## src/rtl/ycc_pkg.sv

```systemverilog
// ============================================================================
// ycc_pkg
// Shared types and constants for the 4:2:0 YCbCr to RGB block converter.
// ============================================================================
package ycc_pkg;

    localparam int SAMPLE_W = 8;
    localparam int GAIN_W   = 16;
    localparam int FRAC_W   = 4;
    localparam int MODE_W   = 2;
    localparam int CFG_IDX_W  = 3;
    localparam int CFG_DATA_W = 16;
    localparam int LANES    = 4;
    localparam int POS_W    = 2;

    // Offset-removed samples: luma -16..239, chroma -128..127.
    localparam int OFS_W  = 9;
    localparam int PROD_W = GAIN_W + 1 + OFS_W;
    localparam int SUM_W  = PROD_W + 2;

    localparam logic [OFS_W-1:0] LUMA_OFFSET   = 9'd16;
    localparam logic [OFS_W-1:0] CHROMA_BIAS   = 9'd128;
    localparam logic [SAMPLE_W-1:0] PIXEL_MAX  = 8'd255;

    // Configuration register indexes.
    localparam logic [CFG_IDX_W-1:0] CFG_LUMA_GAIN     = 3'd0;
    localparam logic [CFG_IDX_W-1:0] CFG_RED_CR_GAIN   = 3'd1;
    localparam logic [CFG_IDX_W-1:0] CFG_GREEN_CR_GAIN = 3'd2;
    localparam logic [CFG_IDX_W-1:0] CFG_GREEN_CB_GAIN = 3'd3;
    localparam logic [CFG_IDX_W-1:0] CFG_BLUE_CB_GAIN  = 3'd4;
    localparam logic [CFG_IDX_W-1:0] CFG_FRACTION_BITS = 3'd5;
    localparam logic [CFG_IDX_W-1:0] CFG_UPSAMPLE_MODE = 3'd6;

    typedef enum logic [MODE_W-1:0] {
        UP_ZERO      = 2'd0,
        UP_REPLICATE = 2'd1,
        UP_AVERAGE   = 2'd2
    } ycc_up_mode_t;

    typedef struct packed {
        logic [GAIN_W-1:0] luma_gain;
        logic [GAIN_W-1:0] red_cr_gain;
        logic [GAIN_W-1:0] green_cr_gain;
        logic [GAIN_W-1:0] green_cb_gain;
        logic [GAIN_W-1:0] blue_cb_gain;
        logic [FRAC_W-1:0] fraction_bits;
        logic [MODE_W-1:0] upsample_mode;
    } ycc_cfg_t;

    localparam ycc_cfg_t CFG_RESET = '{
        luma_gain:     16'd298,
        red_cr_gain:   16'd409,
        green_cr_gain: 16'd208,
        green_cb_gain: 16'd100,
        blue_cb_gain:  16'd517,
        fraction_bits: 4'd8,
        upsample_mode: 2'd2
    };

    typedef struct packed {
        logic [SAMPLE_W-1:0] luma_00;
        logic [SAMPLE_W-1:0] luma_01;
        logic [SAMPLE_W-1:0] luma_10;
        logic [SAMPLE_W-1:0] luma_11;
        logic [SAMPLE_W-1:0] cb_00;
        logic [SAMPLE_W-1:0] cb_01;
        logic [SAMPLE_W-1:0] cb_10;
        logic [SAMPLE_W-1:0] cb_11;
        logic [SAMPLE_W-1:0] cr_00;
        logic [SAMPLE_W-1:0] cr_01;
        logic [SAMPLE_W-1:0] cr_10;
        logic [SAMPLE_W-1:0] cr_11;
    } ycc_in_word_t;

    typedef struct packed {
        logic [SAMPLE_W-1:0] red;
        logic [SAMPLE_W-1:0] green;
        logic [SAMPLE_W-1:0] blue;
    } ycc_rgb_t;

    typedef struct packed {
        logic [SAMPLE_W-1:0] red;
        logic [SAMPLE_W-1:0] green;
        logic [SAMPLE_W-1:0] blue;
        logic [POS_W-1:0]    pixel_position;
        logic                last_of_block;
    } ycc_out_word_t;

    // Load strobes for the four lane pipeline stages.
    typedef struct packed {
        logic load1;
        logic load2;
        logic load3;
        logic load4;
    } ycc_stage_ctrl_t;

endpackage

```

## src/rtl/ycc_chroma_fill.sv

```systemverilog
// ============================================================================
// ycc_chroma_fill
// Upsamples one chroma plane from its 2x2 neighborhood to four pixels.
// ============================================================================
module ycc_chroma_fill (
    input  logic [ycc_pkg::MODE_W-1:0]   mode,
    input  logic [ycc_pkg::SAMPLE_W-1:0] c00,
    input  logic [ycc_pkg::SAMPLE_W-1:0] c01,
    input  logic [ycc_pkg::SAMPLE_W-1:0] c10,
    input  logic [ycc_pkg::SAMPLE_W-1:0] c11,
    output logic [ycc_pkg::SAMPLE_W-1:0] up [ycc_pkg::LANES]
);
    import ycc_pkg::*;

    logic [SAMPLE_W:0]   sum_top;
    logic [SAMPLE_W:0]   sum_left;
    logic [SAMPLE_W+1:0] sum_mid;

    assign sum_top  = {1'b0, c00} + {1'b0, c01} + 9'd1;
    assign sum_left = {1'b0, c00} + {1'b0, c10} + 9'd1;
    assign sum_mid  = {2'b00, c00} + {2'b00, c01} + {2'b00, c10} + {2'b00, c11} + 10'd2;

    always_comb
    begin
        up[0] = c00;
        unique case (mode)
            UP_REPLICATE:
            begin
                up[1] = c00;
                up[2] = c00;
                up[3] = c00;
            end
            UP_AVERAGE:
            begin
                up[1] = sum_top[SAMPLE_W:1];
                up[2] = sum_left[SAMPLE_W:1];
                up[3] = sum_mid[SAMPLE_W+1:2];
            end
            default:
            begin
                // Zero fill; the unused mode code behaves the same.
                up[1] = '0;
                up[2] = '0;
                up[3] = '0;
            end
        endcase
    end

endmodule

```

## config.mk

```make
export PLATFORM = sky130hd
export DESIGN_NAME = ycc_chroma_fill
export DESIGN_NICKNAME = d
export VERILOG_FILES = /design/src/rtl/ycc_pkg.sv /design/src/rtl/ycc_chroma_fill.sv
export SDC_FILE = /design/constraint.sdc
export NUM_CORES = 1
export LEC_CHECK = 0
export ABC_AREA = 1
export BUFFER_PORTS_ARGS = -buffer_cell sky130_fd_sc_hd__buf_2
export CAP_MARGIN = 20
export CORE_UTILIZATION = 55
export DETAILED_ROUTE_END_ITERATION = 10
export PLACE_DENSITY = 0.94
export SYNTH_ARGS = -nofsm -noshare
export SYNTH_HDL_FRONTEND = slang
export SYNTH_SLANG_ARGS = --single-unit
```

## constraint.sdc

```tcl
create_clock -name vclk -period 5.9
set_input_delay 0.295 -clock vclk [all_inputs]
set_output_delay 0.295 -clock vclk [all_outputs]
set_load 0.01 [all_outputs]
```

### After elaboration in Yosys (flattened, before gate mapping)

Cells that the tools add are included.

| storage, ports and cells | value |
|---|---|
| bits in registers | 0 |
| memory bits (read-only) | 0 |
| latch bits | 0 |
| bits in writable memories | 0 |
| logic and storage cells | 11 |
| memories | 0 |
| bits of input ports | 34 |

| cells by class | value |
|---|---|
| multiply operators | 0 |
| $lt $le $gt $ge | 0 |
| shift-type cells | 0 |
| reductions and logical operators | 0 |
| bitwise gates (word level) | 0 |
| add/sub/neg operators | 8 |
| muxes and demuxes | 1 |
| equality and inequality tests | 2 |
| div/mod/pow operators | 0 |

Operators by type and width:

| kind | number |
|---|---|
| 24-bit case mux with 2 select lines | 1 |
| 8-bit by 8-bit adder with 9-bit output | 3 |
| 9-bit by 1-bit adder with 9-bit output, second input constant | 2 |
| 10-bit by 2-bit adder with 10-bit output, second input constant | 1 |
| 10-bit by 8-bit adder with 10-bit output | 1 |
| 9-bit by 8-bit adder with 10-bit output | 1 |
| 2-bit by 1-bit equality test with 1-bit output, second input constant | 1 |
| 2-bit equality test, second input constant | 1 |

### Depth between registers and ports, before layout

| depth | value |
|---|---|
| depth after elaboration | 5 |
| gate-level depth with buffers | 14 |
| gate-level depth less buffers | 14 |

### Worst setup path before layout

OpenSTA, ideal clock, no wires.

| path | value |
|---|---|
| path type | input-to-output |
| start | input port c00[4] (netlist name) |
| end | output port up[5] (netlist name) |
| setup slack | 3.181 ns |
| stages on the path | 12 |
| required time | 5.605 ns |
| data arrival time | 2.424 ns |
| path through | inv_1 fa_1 fa_1 inv_1 ha_1 a21oi_2 nor2_1 nor2_1 nand2_1 nand2_1 nand3_1 a21oi_1 |

RTL lines:

| what | line | RTL |
|---|---|---|
| start: declaration | ycc_chroma_fill.sv:7 | `input logic [ycc_pkg::SAMPLE_W-1:0] c00,` |
| end: declaration | ycc_chroma_fill.sv:11 | `output logic [ycc_pkg::SAMPLE_W-1:0] up [ycc_pkg::LANES]` |

==> summary.txt <==
power density of the placed cells: 147 nW/µm²
status: completed
Worst Path Buf+Inv: 5
Final Hold Fails: 0
CTS hold repair buffers: 0
port buffer count: 66
routed wire length: 5040 µm
Fmax achieved: 315 MHz
Tcrit/Tclk final: 0.539
post-detailed-route count of antenna-violating nets: 0
warning count from the yosys run: 0
routed len/inst: 12.3 µm
wire length of the first global-routing pass: 7710 µm
setup TNS after final layout: 0 ps
die extent in y: 61.2 µm
unrepaired setup endpoints after global routing: false
WP data arrival: 2880 ps
final max-slew violation count: 0
crit end category: output pin
total standard cell area after synthesis: 1930 µm²
slew of the pin with the lowest slew margin: 909 ps
crit-path max FO: 5
gate family responsible for the most delay along the worst path: adder cells
std cell rows: 21
maximum number of pins on one net before global-route repair: 25
area share of the leading cell type in the synthesized netlist: 0.177
min setup slack post-route: 2720 ps
sequential fraction of the synthesis area: 0
fraction of final layout cells sized beyond drive strength 1: 0.208
kind of start point of the critical path: input pin
residual DRC count: 0
number of distinct library cell variants in the gate-level netlist after synthesis: 27
worst vdd ir: 0.000104 V
library cell appearing most often on the critical path: sky130_fd_sc_hd__inv_1
antenna violations before repair: 0
post-place setup slack: 2730 ps
cell count after synthesis: 312
detailed-route vias per instance: 5.19
library cell with the largest summed area after synthesis: sky130_fd_sc_hd__fa_1
number of nets produced by synthesis: 389
top-level port count: 66
total congestion overflow: 0
layout overhead on the synthesized area: 15.5%
Leakage Power: 0.00139 µW
count of placed standard cells in the final layout, fillers left out: 411
Floorplan Core Area: 3340 µm²
Antenna diodes: 0
slew margin rel.: 0.394
count of maximum capacitance violations: 0
dpl cell area: 2220 µm²
length of the first detailed-routing pass in iterations: 4
Setup Viol. Count Final: 0
startpoint of the lowest-slack hold path: c00[3]
total chip power: 328 µW
minimum clock period after layout: 3180 ps
vias in the first global route: 1839
Routability Congestion: 0.902
post-CTS setup buffer count: 0
effective utilization at floorplan: 0.577
final-stage net count: 444
summed area of non-filler cells in the final layout: 2220 µm²
via count of the routed design: 2133
main area contributors after synthesis: sky130_fd_sc_hd__fa_1 18%, sky130_fd_sc_hd__ha_1 17%, sky130_fd_sc_hd__inv_1 16%
sequential cells: 0
layout clock buffer count: 0
critical path class: in2out
post-synthesis area per instance: 6.18 µm²
Detailed Place HPWL: 4230 µm
total track usage: 0.270
area taken by flip-flops and latches: 0 µm²
standard cell with the maximum stage delay on the critical path: sky130_fd_sc_hd__fa_1
Die ar.: 3740 µm²
CP required: 5610 ps
delay of the slowest critical-path stage: 530 ps
startpoint of the most critical setup path: c00[7]
cell chain of the critical path: buf_2 > inv_1 > fa_1 > fa_1 > inv_1 > ha_1 > inv_1 > nor3_1 > nand3_1 > nand4_1 > nand2_1 > a21oi_1 > buf_2
instance count after placement with tap cells included: 411
die width: 61.2 µm
post-cts repair resize count: 0
initial drt markers: 102
Hold Path Class: in2out
-- cell type report --
type / instances / area, µm²
fill: 327 / 1110
inverter: 81 / 304
multi-input combinational: 218 / 1530
tap: 46 / 57.6
timing repair buffer: 66 / 330
-- layout by cell type (no fill, tap or decap), types with 7 or more instances in the layout --
cell type	count
sky130_fd_sc_hd__ha_1	26
sky130_fd_sc_hd__inv_1	81
sky130_fd_sc_hd__nand2_1	64
sky130_fd_sc_hd__nor2_1	7
sky130_fd_sc_hd__buf_2	66
sky130_fd_sc_hd__fa_1	17
sky130_fd_sc_hd__o21ai_0	9
sky130_fd_sc_hd__nand3_1	26
sky130_fd_sc_hd__a21oi_1	37
-- cell usage after synthesis --
master and instances:
sky130_fd_sc_hd__inv_1 81, sky130_fd_sc_hd__nand2_1 64, sky130_fd_sc_hd__a21oi_1 37, sky130_fd_sc_hd__ha_1 26, sky130_fd_sc_hd__nand3_1 26, sky130_fd_sc_hd__fa_1 17
sky130_fd_sc_hd__o21ai_0 9, sky130_fd_sc_hd__buf_4 8, sky130_fd_sc_hd__nor2_1 7, sky130_fd_sc_hd__a21boi_0 5, sky130_fd_sc_hd__nand4_1 5, sky130_fd_sc_hd__a21o_1 3
sky130_fd_sc_hd__a21oi_2 3, sky130_fd_sc_hd__clkbuf_1 3, sky130_fd_sc_hd__or2_2 3, sky130_fd_sc_hd__nand3_2 2, sky130_fd_sc_hd__nand3b_1 2, sky130_fd_sc_hd__xnor2_1 2
sky130_fd_sc_hd__a21boi_1 1, sky130_fd_sc_hd__buf_6 1, sky130_fd_sc_hd__clkbuf_4 1, sky130_fd_sc_hd__nor3_1 1, sky130_fd_sc_hd__nor3b_1 1, sky130_fd_sc_hd__o21ai_2 1
sky130_fd_sc_hd__o21bai_1 1, sky130_fd_sc_hd__or2_1 1, sky130_fd_sc_hd__or2_4 1
-- cells by family (layout without fill, tap and decap cells) --
group | Yosys count | count (layout) | synth area share
AND/OR/NAND/NOR | 113 | 113 | 0.264
XOR/XNOR | 2 | 2 | 0.00909
buffers and inverters | 94 | 147 | 0.205
AO/OA/AOI/OAI | 60 | 60 | 0.177
adder cells (fa/ha/maj) | 43 | 43 | 0.345
-- metrics by stage --
step | hold slack (ps) | utilization
final | 850 | 0.667
after global routing | 862 | 0.667
after CTS | 850 | 0.667
after detailed placement | 849 | 0.667
after global placement | 845 | 0.667
after floorplan | 682 | -
-- final timing paths --
kind	to	depth (start not counted)
worst max-delay path	up[7]	13
worst min-delay path	up[27]	2
-- where the power goes --
group,total (µW),leakage (µW),internal (µW),switching [µW]
combinational,328,0.00139,128,200
sequential,0,0,0,0
clock,0,0,0,0
-- routing by layer --
layer | up-vias | global-route usage | routed length, µm
li1 | 1083 | - | -
met1 | 944 | 0.360 | 2130
met5 | - | 0 | 0
met3 | 6 | 0.00630 | 371
met2 | 100 | 0.500 | 2480
met4 | 0 | 0.0357 | 63
(Power assumes the default switching activity.)
