--- src/rtl/ycc_pkg.sv ---
// ============================================================================
// ycc_pkg
// Shared types and constants for the 4:2:0 YCbCr to RGB block converter.
// ============================================================================
package ycc_pkg;

    localparam int SAMPLE_W = 8;
    localparam int GAIN_W   = 16;
    localparam int FRAC_W   = 4;
    localparam int MODE_W   = 2;
    localparam int CFG_IDX_W  = 3;
    localparam int CFG_DATA_W = 16;
    localparam int LANES    = 4;
    localparam int POS_W    = 2;

    // Offset-removed samples: luma -16..239, chroma -128..127.
    localparam int OFS_W  = 9;
    localparam int PROD_W = GAIN_W + 1 + OFS_W;
    localparam int SUM_W  = PROD_W + 2;

    localparam logic [OFS_W-1:0] LUMA_OFFSET   = 9'd16;
    localparam logic [OFS_W-1:0] CHROMA_BIAS   = 9'd128;
    localparam logic [SAMPLE_W-1:0] PIXEL_MAX  = 8'd255;

    // Configuration register indexes.
    localparam logic [CFG_IDX_W-1:0] CFG_LUMA_GAIN     = 3'd0;
    localparam logic [CFG_IDX_W-1:0] CFG_RED_CR_GAIN   = 3'd1;
    localparam logic [CFG_IDX_W-1:0] CFG_GREEN_CR_GAIN = 3'd2;
    localparam logic [CFG_IDX_W-1:0] CFG_GREEN_CB_GAIN = 3'd3;
    localparam logic [CFG_IDX_W-1:0] CFG_BLUE_CB_GAIN  = 3'd4;
    localparam logic [CFG_IDX_W-1:0] CFG_FRACTION_BITS = 3'd5;
    localparam logic [CFG_IDX_W-1:0] CFG_UPSAMPLE_MODE = 3'd6;

    typedef enum logic [MODE_W-1:0] {
        UP_ZERO      = 2'd0,
        UP_REPLICATE = 2'd1,
        UP_AVERAGE   = 2'd2
    } ycc_up_mode_t;

    typedef struct packed {
        logic [GAIN_W-1:0] luma_gain;
        logic [GAIN_W-1:0] red_cr_gain;
        logic [GAIN_W-1:0] green_cr_gain;
        logic [GAIN_W-1:0] green_cb_gain;
        logic [GAIN_W-1:0] blue_cb_gain;
        logic [FRAC_W-1:0] fraction_bits;
        logic [MODE_W-1:0] upsample_mode;
    } ycc_cfg_t;

    localparam ycc_cfg_t CFG_RESET = '{
        luma_gain:     16'd298,
        red_cr_gain:   16'd409,
        green_cr_gain: 16'd208,
        green_cb_gain: 16'd100,
        blue_cb_gain:  16'd517,
        fraction_bits: 4'd8,
        upsample_mode: 2'd2
    };

    typedef struct packed {
        logic [SAMPLE_W-1:0] luma_00;
        logic [SAMPLE_W-1:0] luma_01;
        logic [SAMPLE_W-1:0] luma_10;
        logic [SAMPLE_W-1:0] luma_11;
        logic [SAMPLE_W-1:0] cb_00;
        logic [SAMPLE_W-1:0] cb_01;
        logic [SAMPLE_W-1:0] cb_10;
        logic [SAMPLE_W-1:0] cb_11;
        logic [SAMPLE_W-1:0] cr_00;
        logic [SAMPLE_W-1:0] cr_01;
        logic [SAMPLE_W-1:0] cr_10;
        logic [SAMPLE_W-1:0] cr_11;
    } ycc_in_word_t;

    typedef struct packed {
        logic [SAMPLE_W-1:0] red;
        logic [SAMPLE_W-1:0] green;
        logic [SAMPLE_W-1:0] blue;
    } ycc_rgb_t;

    typedef struct packed {
        logic [SAMPLE_W-1:0] red;
        logic [SAMPLE_W-1:0] green;
        logic [SAMPLE_W-1:0] blue;
        logic [POS_W-1:0]    pixel_position;
        logic                last_of_block;
    } ycc_out_word_t;

    // Load strobes for the four lane pipeline stages.
    typedef struct packed {
        logic load1;
        logic load2;
        logic load3;
        logic load4;
    } ycc_stage_ctrl_t;

endpackage

--- src/rtl/ycc_lane.sv ---
// ============================================================================
// ycc_lane
// Four-stage pipeline converting one pixel: offsets, products, sums with
// rounding, then arithmetic shift and clamp.
// ============================================================================
module ycc_lane (
    input  logic                         clk,
    input  ycc_pkg::ycc_cfg_t            cfg,
    input  ycc_pkg::ycc_stage_ctrl_t     ctrl,
    input  logic [ycc_pkg::SAMPLE_W-1:0] luma,
    input  logic [ycc_pkg::SAMPLE_W-1:0] cb,
    input  logic [ycc_pkg::SAMPLE_W-1:0] cr,
    output ycc_pkg::ycc_rgb_t            rgb
);
    import ycc_pkg::*;

    logic signed [OFS_W-1:0]  y_reg,  cb_reg,  cr_reg;
    logic signed [PROD_W-1:0] ly_reg, rcr_reg, gcr_reg, gcb_reg, bcb_reg;
    logic signed [SUM_W-1:0]  r_sum_reg, g_sum_reg, b_sum_reg;
    ycc_rgb_t                 rgb_reg;

    logic signed [PROD_W-1:0] ly_next, rcr_next, gcr_next, gcb_next, bcb_next;
    logic signed [SUM_W-1:0]  rnd;
    logic signed [SUM_W-1:0]  r_sum_next, g_sum_next, b_sum_next;
    ycc_rgb_t                 rgb_next;

    function automatic logic [SAMPLE_W-1:0] shift_clamp(
        input logic signed [SUM_W-1:0] acc,
        input logic [FRAC_W-1:0]       k
    );
        logic signed [SUM_W-1:0] v;
        v = acc >>> k;
        if (v > $signed({{(SUM_W-SAMPLE_W){1'b0}}, PIXEL_MAX}))
            return PIXEL_MAX;
        else if (v < 0)
            return '0;
        else
            return v[SAMPLE_W-1:0];
    endfunction

    assign ly_next  = $signed({1'b0, cfg.luma_gain})     * y_reg;
    assign rcr_next = $signed({1'b0, cfg.red_cr_gain})   * cr_reg;
    assign gcr_next = $signed({1'b0, cfg.green_cr_gain}) * cr_reg;
    assign gcb_next = $signed({1'b0, cfg.green_cb_gain}) * cb_reg;
    assign bcb_next = $signed({1'b0, cfg.blue_cb_gain})  * cb_reg;

    always_comb
    begin
        if (cfg.fraction_bits == '0)
            rnd = '0;
        else
            rnd = SUM_W'(1) << (cfg.fraction_bits - FRAC_W'(1));
        r_sum_next = SUM_W'(ly_reg) + SUM_W'(rcr_reg) + rnd;
        g_sum_next = SUM_W'(ly_reg) - SUM_W'(gcr_reg) - SUM_W'(gcb_reg) + rnd;
        b_sum_next = SUM_W'(ly_reg) + SUM_W'(bcb_reg) + rnd;
        rgb_next.red   = shift_clamp(r_sum_reg, cfg.fraction_bits);
        rgb_next.green = shift_clamp(g_sum_reg, cfg.fraction_bits);
        rgb_next.blue  = shift_clamp(b_sum_reg, cfg.fraction_bits);
    end

    always_ff @(posedge clk)
    begin
        if (ctrl.load1)
        begin
            y_reg  <= $signed({1'b0, luma}) - $signed(LUMA_OFFSET);
            cb_reg <= $signed({1'b0, cb}) - $signed(CHROMA_BIAS);
            cr_reg <= $signed({1'b0, cr}) - $signed(CHROMA_BIAS);
        end
        if (ctrl.load2)
        begin
            ly_reg  <= ly_next;
            rcr_reg <= rcr_next;
            gcr_reg <= gcr_next;
            gcb_reg <= gcb_next;
            bcb_reg <= bcb_next;
        end
        if (ctrl.load3)
        begin
            r_sum_reg <= r_sum_next;
            g_sum_reg <= g_sum_next;
            b_sum_reg <= b_sum_next;
        end
        if (ctrl.load4)
            rgb_reg <= rgb_next;
    end

    assign rgb = rgb_reg;

endmodule

--- config.mk ---
export PLATFORM = sky130hd
export DESIGN_NAME = ycc_lane
export DESIGN_NICKNAME = d
export VERILOG_FILES = /design/src/rtl/ycc_pkg.sv /design/src/rtl/ycc_lane.sv
export SDC_FILE = /design/constraint.sdc
export NUM_CORES = 2
export LEC_CHECK = 0
export BUFFER_PORTS_ARGS = -buffer_cell sky130_fd_sc_hd__buf_2
export CAP_MARGIN = 20
export CORE_MARGIN = 1
export CORE_UTILIZATION = 45
export CTS_BUF_LIST = sky130_fd_sc_hd__clkbuf_16
export DETAILED_ROUTE_END_ITERATION = 16
export PLACE_DENSITY = 0.67
export SYNTH_ARGS = -nofsm -noshare
export SYNTH_HDL_FRONTEND = slang
export SYNTH_SLANG_ARGS = --single-unit
export TNS_END_PERCENT = 100
--- constraint.sdc ---
create_clock -name clk -period 7.15 [get_ports clk]
set_input_delay 1.0725 -clock clk [delete_from_list [all_inputs] [get_ports clk]]
set_output_delay 1.0725 -clock clk [all_outputs]
set_load 0.005 [all_outputs]
; ---- Word-level counts from Yosys, hierarchy flattened
; Index checks and enable logic that the tools add are counted.
[word_totals]
regBits = 265
latch_bits = 0
ramBits = 0
rom_bits = 0
input_bits = 115
elab_cells = 45
memories = 0
[op_classes]
addsub = 11
n_mul = 5
div_mod_pow = 0
order_cmp = 6
n_eq_ne = 0
shifts = 4
mux = 4
n_bitwise = 0
n_reduce_logical = 1
[op_table]
columns = operator, count
row1 = 17-bit by 9-bit multiplier with 26-bit output, 5
row2 = "28-bit by 9-bit greater-than comparator with 1-bit output, second input constant", 3
row3 = "28-bit by 1-bit less-than comparator with 1-bit output, second input constant", 3
row4 = 28-bit by 4-bit >>> shifter with 28-bit output, 3
row5 = 27-bit by 28-bit adder with 28-bit output, 2
row6 = 26-bit by 26-bit adder with 27-bit output, 2
row7 = 28-bit adder, 1
row8 = 28-bit two-way mux, 1
row9 = "1-bit by 4-bit << shifter with 28-bit output, first input constant", 1
row10 = 27-bit by 26-bit subtractor with 28-bit output, 1
row11 = 26-bit by 26-bit subtractor with 27-bit output, 1
row12 = 8-bit two-way mux, 3
row13 = "8-bit by 8-bit subtractor with 9-bit output, second input constant", 2
row14 = "8-bit by 5-bit subtractor with 9-bit output, second input constant", 1
row15 = 4-bit logical NOT, 1
row16 = "4-bit by 1-bit subtractor with 4-bit output, second input constant", 1

; ---- Depth between registers and ports, before layout
[logic_depth]
ltp_word = 4
ltp_mapped = 22

; ---- Least setup slack after synthesis
; Ideal clock, no wire load.
[synth_timing]
path_kind = input -> register
from = input cfg[29] (netlist name)
to = register gcb_reg[24], data pin
setup_time_ps = 258
arrival_ps = 5552
t_required_ps = 6892
path_slack_ps = 1341
path_stages = 19
n_path_buf = 1
path_cell_list = buf_1 -> nand2_1 -> fa_1 -> inv_1 -> fa_1 -> inv_1 -> fa_1 -> inv_1 -> fa_1 -> fa_1 -> ha_1 -> and2_1 -> o2111a_1 -> a21oi_1 -> a31oi_1 -> a2111oi_0 -> o21bai_1 -> a21oi_1 -> xnor2_1
[synth_via]
elab_chain_len = 1
[synth_rtl]
columns = item, line
row1 = "start, declared", ycc_lane.sv:8  ; input ycc_pkg::ycc_cfg_t cfg,
row2 = 17-bit by 9-bit multiplier with 26-bit output, ycc_lane.sv:44  ; assign gcb_next = $signed({1'b0, cfg.green_cb_gain}) * cb_reg;
row3 = net gcb_next[24], ycc_lane.sv:22  ; logic signed [PROD_W-1:0] ly_next, rcr_next, gcr_next, gcb_next, bcb_next;
row4 = "end signal, assigned", ycc_lane.sv:74  ; gcb_reg <= gcb_next;
row5 = "end, declared", ycc_lane.sv:18  ; logic signed [PROD_W-1:0] ly_reg, rcr_reg, gcr_reg, gcb_reg, bcb_reg;
; The timed path passes the listed nets, and every way through them passes these cells.
; A chain may end at the register's enable or synchronous reset.

; ---- Worst setup path in the final report
[layout_timing]
from = register cb_reg[0]
to = register gcb_reg[25], data pin
[layout_via]
elab_chain_len = 1
[layout_rtl]
columns = item, line
row1 = "start, declared", ycc_lane.sv:17  ; logic signed [OFS_W-1:0] y_reg, cb_reg, cr_reg;
row2 = "start signal, assigned", ycc_lane.sv:66  ; cb_reg <= $signed({1'b0, cb}) - $signed(CHROMA_BIAS);
row3 = 17-bit by 9-bit multiplier with 26-bit output, ycc_lane.sv:44
row4 = net gcb_next[25], ycc_lane.sv:22
; The timed path passes the listed nets, and every way through them passes these cells.

==> impl_results.md <==
* Initial antenna violation count at 2
* Share of synthesized area occupied by flip-flops and latches at 0.202
* CTS Root Cell: sky130_fd_sc_hd__clkbuf_16
* CTS Buffer Depth at 3
* Diodes inserted at 0
* Worst hold slack at between 600 and 700 ps
* Final Cell Area at between 0.04 and 0.05 mm^2
* Category of the worst setup path capture point: flip-flop
* Routability Congestion at ~0.9
* Placeable core region at 0.0857 mm^2
* Total of warnings raised by yosys at 0
* Number of maximum-capacitance violations at 0
* Share of layout cells above drive strength 1 at 0.0811
* Final critical path time including I/O delays and setup at 6240 ps
* Horizontal die dimension at between 200 and 300 um
* Final antenna-violating net count at 0
* Final Worst Setup Slack at about 900 ps
* Synth Area per Inst at a little over 10 um^2
* Hold Buf Count CTS at 0
* Max_slew headroom at 0.353
* Drc violations at 0
* Y dimension of the die at slightly below 300 um
* Full die area at between 0.08 and 0.09 mm^2
* Number of global-route vias before repair at 28.1k
* Cell area after technology mapping at approximately 0.039 mm^2
* Async set-or-reset flop fraction in the synthesized netlist at 0
* Synth top area share at 0.292
* Leading cell type by number of instances after synthesis: sky130_fd_sc_hd__fa_1
* Net count after synthesis at 4966
* Final number of hold-violating endpoints at 0
* Top cells by area, synth: sky130_fd_sc_hd__fa_1 (29%), sky130_fd_sc_hd__edfxtp_1 (20%), sky130_fd_sc_hd__ha_1 (15%)
* Starting DRC count in detailed routing at ~1.5k
* Final clock period utilization by the worst path at 0.873
* Vias at ~27k
* Slew Viols, Final at 0
* Maximum clock frequency at roughly 160 MHz
* Crit path kind: flip-flop to flip-flop
* Transition at the pin with the smallest max-transition slack at approximately 970 ps
* Resized cells post-CTS at 0
* Vias per cell at 5.27
* Remaining global-route overflow at 0
* Post-place instance area at approximately 0.041 mm^2
* Synthesized flop and latch total at 263
* First-pass DRT Iterations at 7
* Fin Setup TNS at 0 ps
* Count of distinct cell types in the synthesized netlist at 78
* Pin count of the biggest net entering global routing at 85
* Count of final setup violators at 0
* Routed wirelength normalized by instance count at 17.2 um
* Maximum fanout count along the critical path at 20
* Hold/Removal Path Class: input pin to flip-flop
* Clock latency at the later pin of the worst-skew pair at around 550 ps
* Number of rows in the core area at 107
* Area grow syn2layout at 7.67%
* Critical path arrival at ~6500 ps
* CTS tree: built
* Status: completed
* Type of element launching the critical path: flip-flop
* Starting utilization of the core area at 0.457
* Clock skew at 22.8 ps
* Number of enable flip-flop cells after synthesis at roughly 260
* Post-synthesis cell type with the largest combined area: sky130_fd_sc_hd__fa_1
* Total track usage at 0.205
* Depth of the CTS H-tree at 2
* Most used flip-flop cell after synthesis: sky130_fd_sc_hd__edfxtp_1
* Worst slack at placement at roughly 860 ps
* Number of inserted filler cells in the final layout at 7944
* Post-CTS setup repair buffer count at 0
* Instance count of the mapped netlist at about 3.8k
* Number of sinks on the clock net at between 200 and 300
* First-pass GRT wire length at 145000 um
* Top Ports at ~140
* Critical path data required time at roughly 7400 ps
* Port-buffer cells at roughly 140
* HPWL after detailed placement at around 70000 um
* Number of nets in the layout at around 5.1k
* TritonCTS buffer count at 36
* Post-Route WL at roughly 87000 um
* Leading post-synthesis cells by instance count: sky130_fd_sc_hd__fa_1 (571), sky130_fd_sc_hd__inv_1 (531), sky130_fd_sc_hd__ha_1 (459), sky130_fd_sc_hd__nand2_1 (412), sky130_fd_sc_hd__and2_1 (346)
* Setup repair after global routing missed its margin: false
* Clock transition at the registers of the reported paths at ~70 ps
logic make-up after synthesis:
kind of cell	synth area share
buffers and inverters	0.0644
muxes	0.0310
DFF	0.202
adders and majority gates	0.439
AOI/OAI and AO/OA	0.0840
xor gates and xnor gates	0.0367
and+or+nand+nor	0.144
critical path, cell delays in order (launching register included):
cell and delay [ps]:
sky130_fd_sc_hd__edfxtp_1 930, sky130_fd_sc_hd__buf_4 340, sky130_fd_sc_hd__nand2_1 100, sky130_fd_sc_hd__fa_1 540, sky130_fd_sc_hd__inv_1 60, sky130_fd_sc_hd__fa_1 500
sky130_fd_sc_hd__inv_1 60, sky130_fd_sc_hd__fa_1 560, sky130_fd_sc_hd__inv_1 50, sky130_fd_sc_hd__fa_1 450, sky130_fd_sc_hd__ha_1 300, sky130_fd_sc_hd__ha_1 320
sky130_fd_sc_hd__nor2b_1 150, sky130_fd_sc_hd__o21a_1 190, sky130_fd_sc_hd__o21ai_2 190, sky130_fd_sc_hd__a211oi_2 130, sky130_fd_sc_hd__a31oi_1 290, sky130_fd_sc_hd__a32oi_1 230
sky130_fd_sc_hd__a211o_1 300, sky130_fd_sc_hd__a21oi_1 170, sky130_fd_sc_hd__xnor2_1 80
routing by layer:
layer	vias up	track usage	share of wire
met3	128	0.0256	0.047
li1	12700	-	-
met4	4	0.0529	0.025
met5	-	0	0.00030
met2	556	0.349	0.48
met1	13300	0.276	0.45
path summary, 6_finish.rpt:
kind | start | to | slack, ps | depth (start not counted)
worst max-delay path | cb_reg[0] | gcb_reg[25] | 910 | 20
worst min-delay path | cb[4] | cb_reg[4] | 690 | 1
worst max register to register | cb_reg[0] | gcb_reg[25] | 910 | 20
worst min register to register | r_sum_reg[27] | rgb[21] | 690 | 1
layout make-up:
type	instances	area, um^2	area share
Timing Repair Buffer	176	1010	0.0239
Tap cell	1144	1430	0.0339
Inverter	533	2000	0.0475
Clock buffer	37	926	0.0220
Multi-Input combinational cell	2901	28700	0.682
Sequential cell	263	7900	0.187
Clock inverter	24	163	0.00386
stage by stage:
stage | util | std cells
floorplan | - | 3821
detailed placement | 0.479 | 5016
CTS | 0.492 | 5077
global placement | 0.479 | 5016
finish | 0.492 | 5078
global route | 0.492 | 5078
cells in the final DEF, fill, tap and decap left out, types with 41 or more instances in the layout:
master,Yosys,layout
sky130_fd_sc_hd__ha_1,459,459
sky130_fd_sc_hd__a21o_1,54,54
sky130_fd_sc_hd__xnor2_1,126,126
sky130_fd_sc_hd__fa_1,571,571
sky130_fd_sc_hd__o21ai_0,94,94
sky130_fd_sc_hd__nor2_1,125,125
sky130_fd_sc_hd__nor2b_1,85,85
sky130_fd_sc_hd__a21oi_1,176,176
sky130_fd_sc_hd__buf_4,4,41
sky130_fd_sc_hd__edfxtp_1,263,263
sky130_fd_sc_hd__inv_1,531,535
sky130_fd_sc_hd__and2_1,346,346
sky130_fd_sc_hd__buf_2,10,134
sky130_fd_sc_hd__nand2_1,412,412
Power is not shown: default switching activity piles up to over one toggle a cycle in this logic, so the estimate is an artifact.
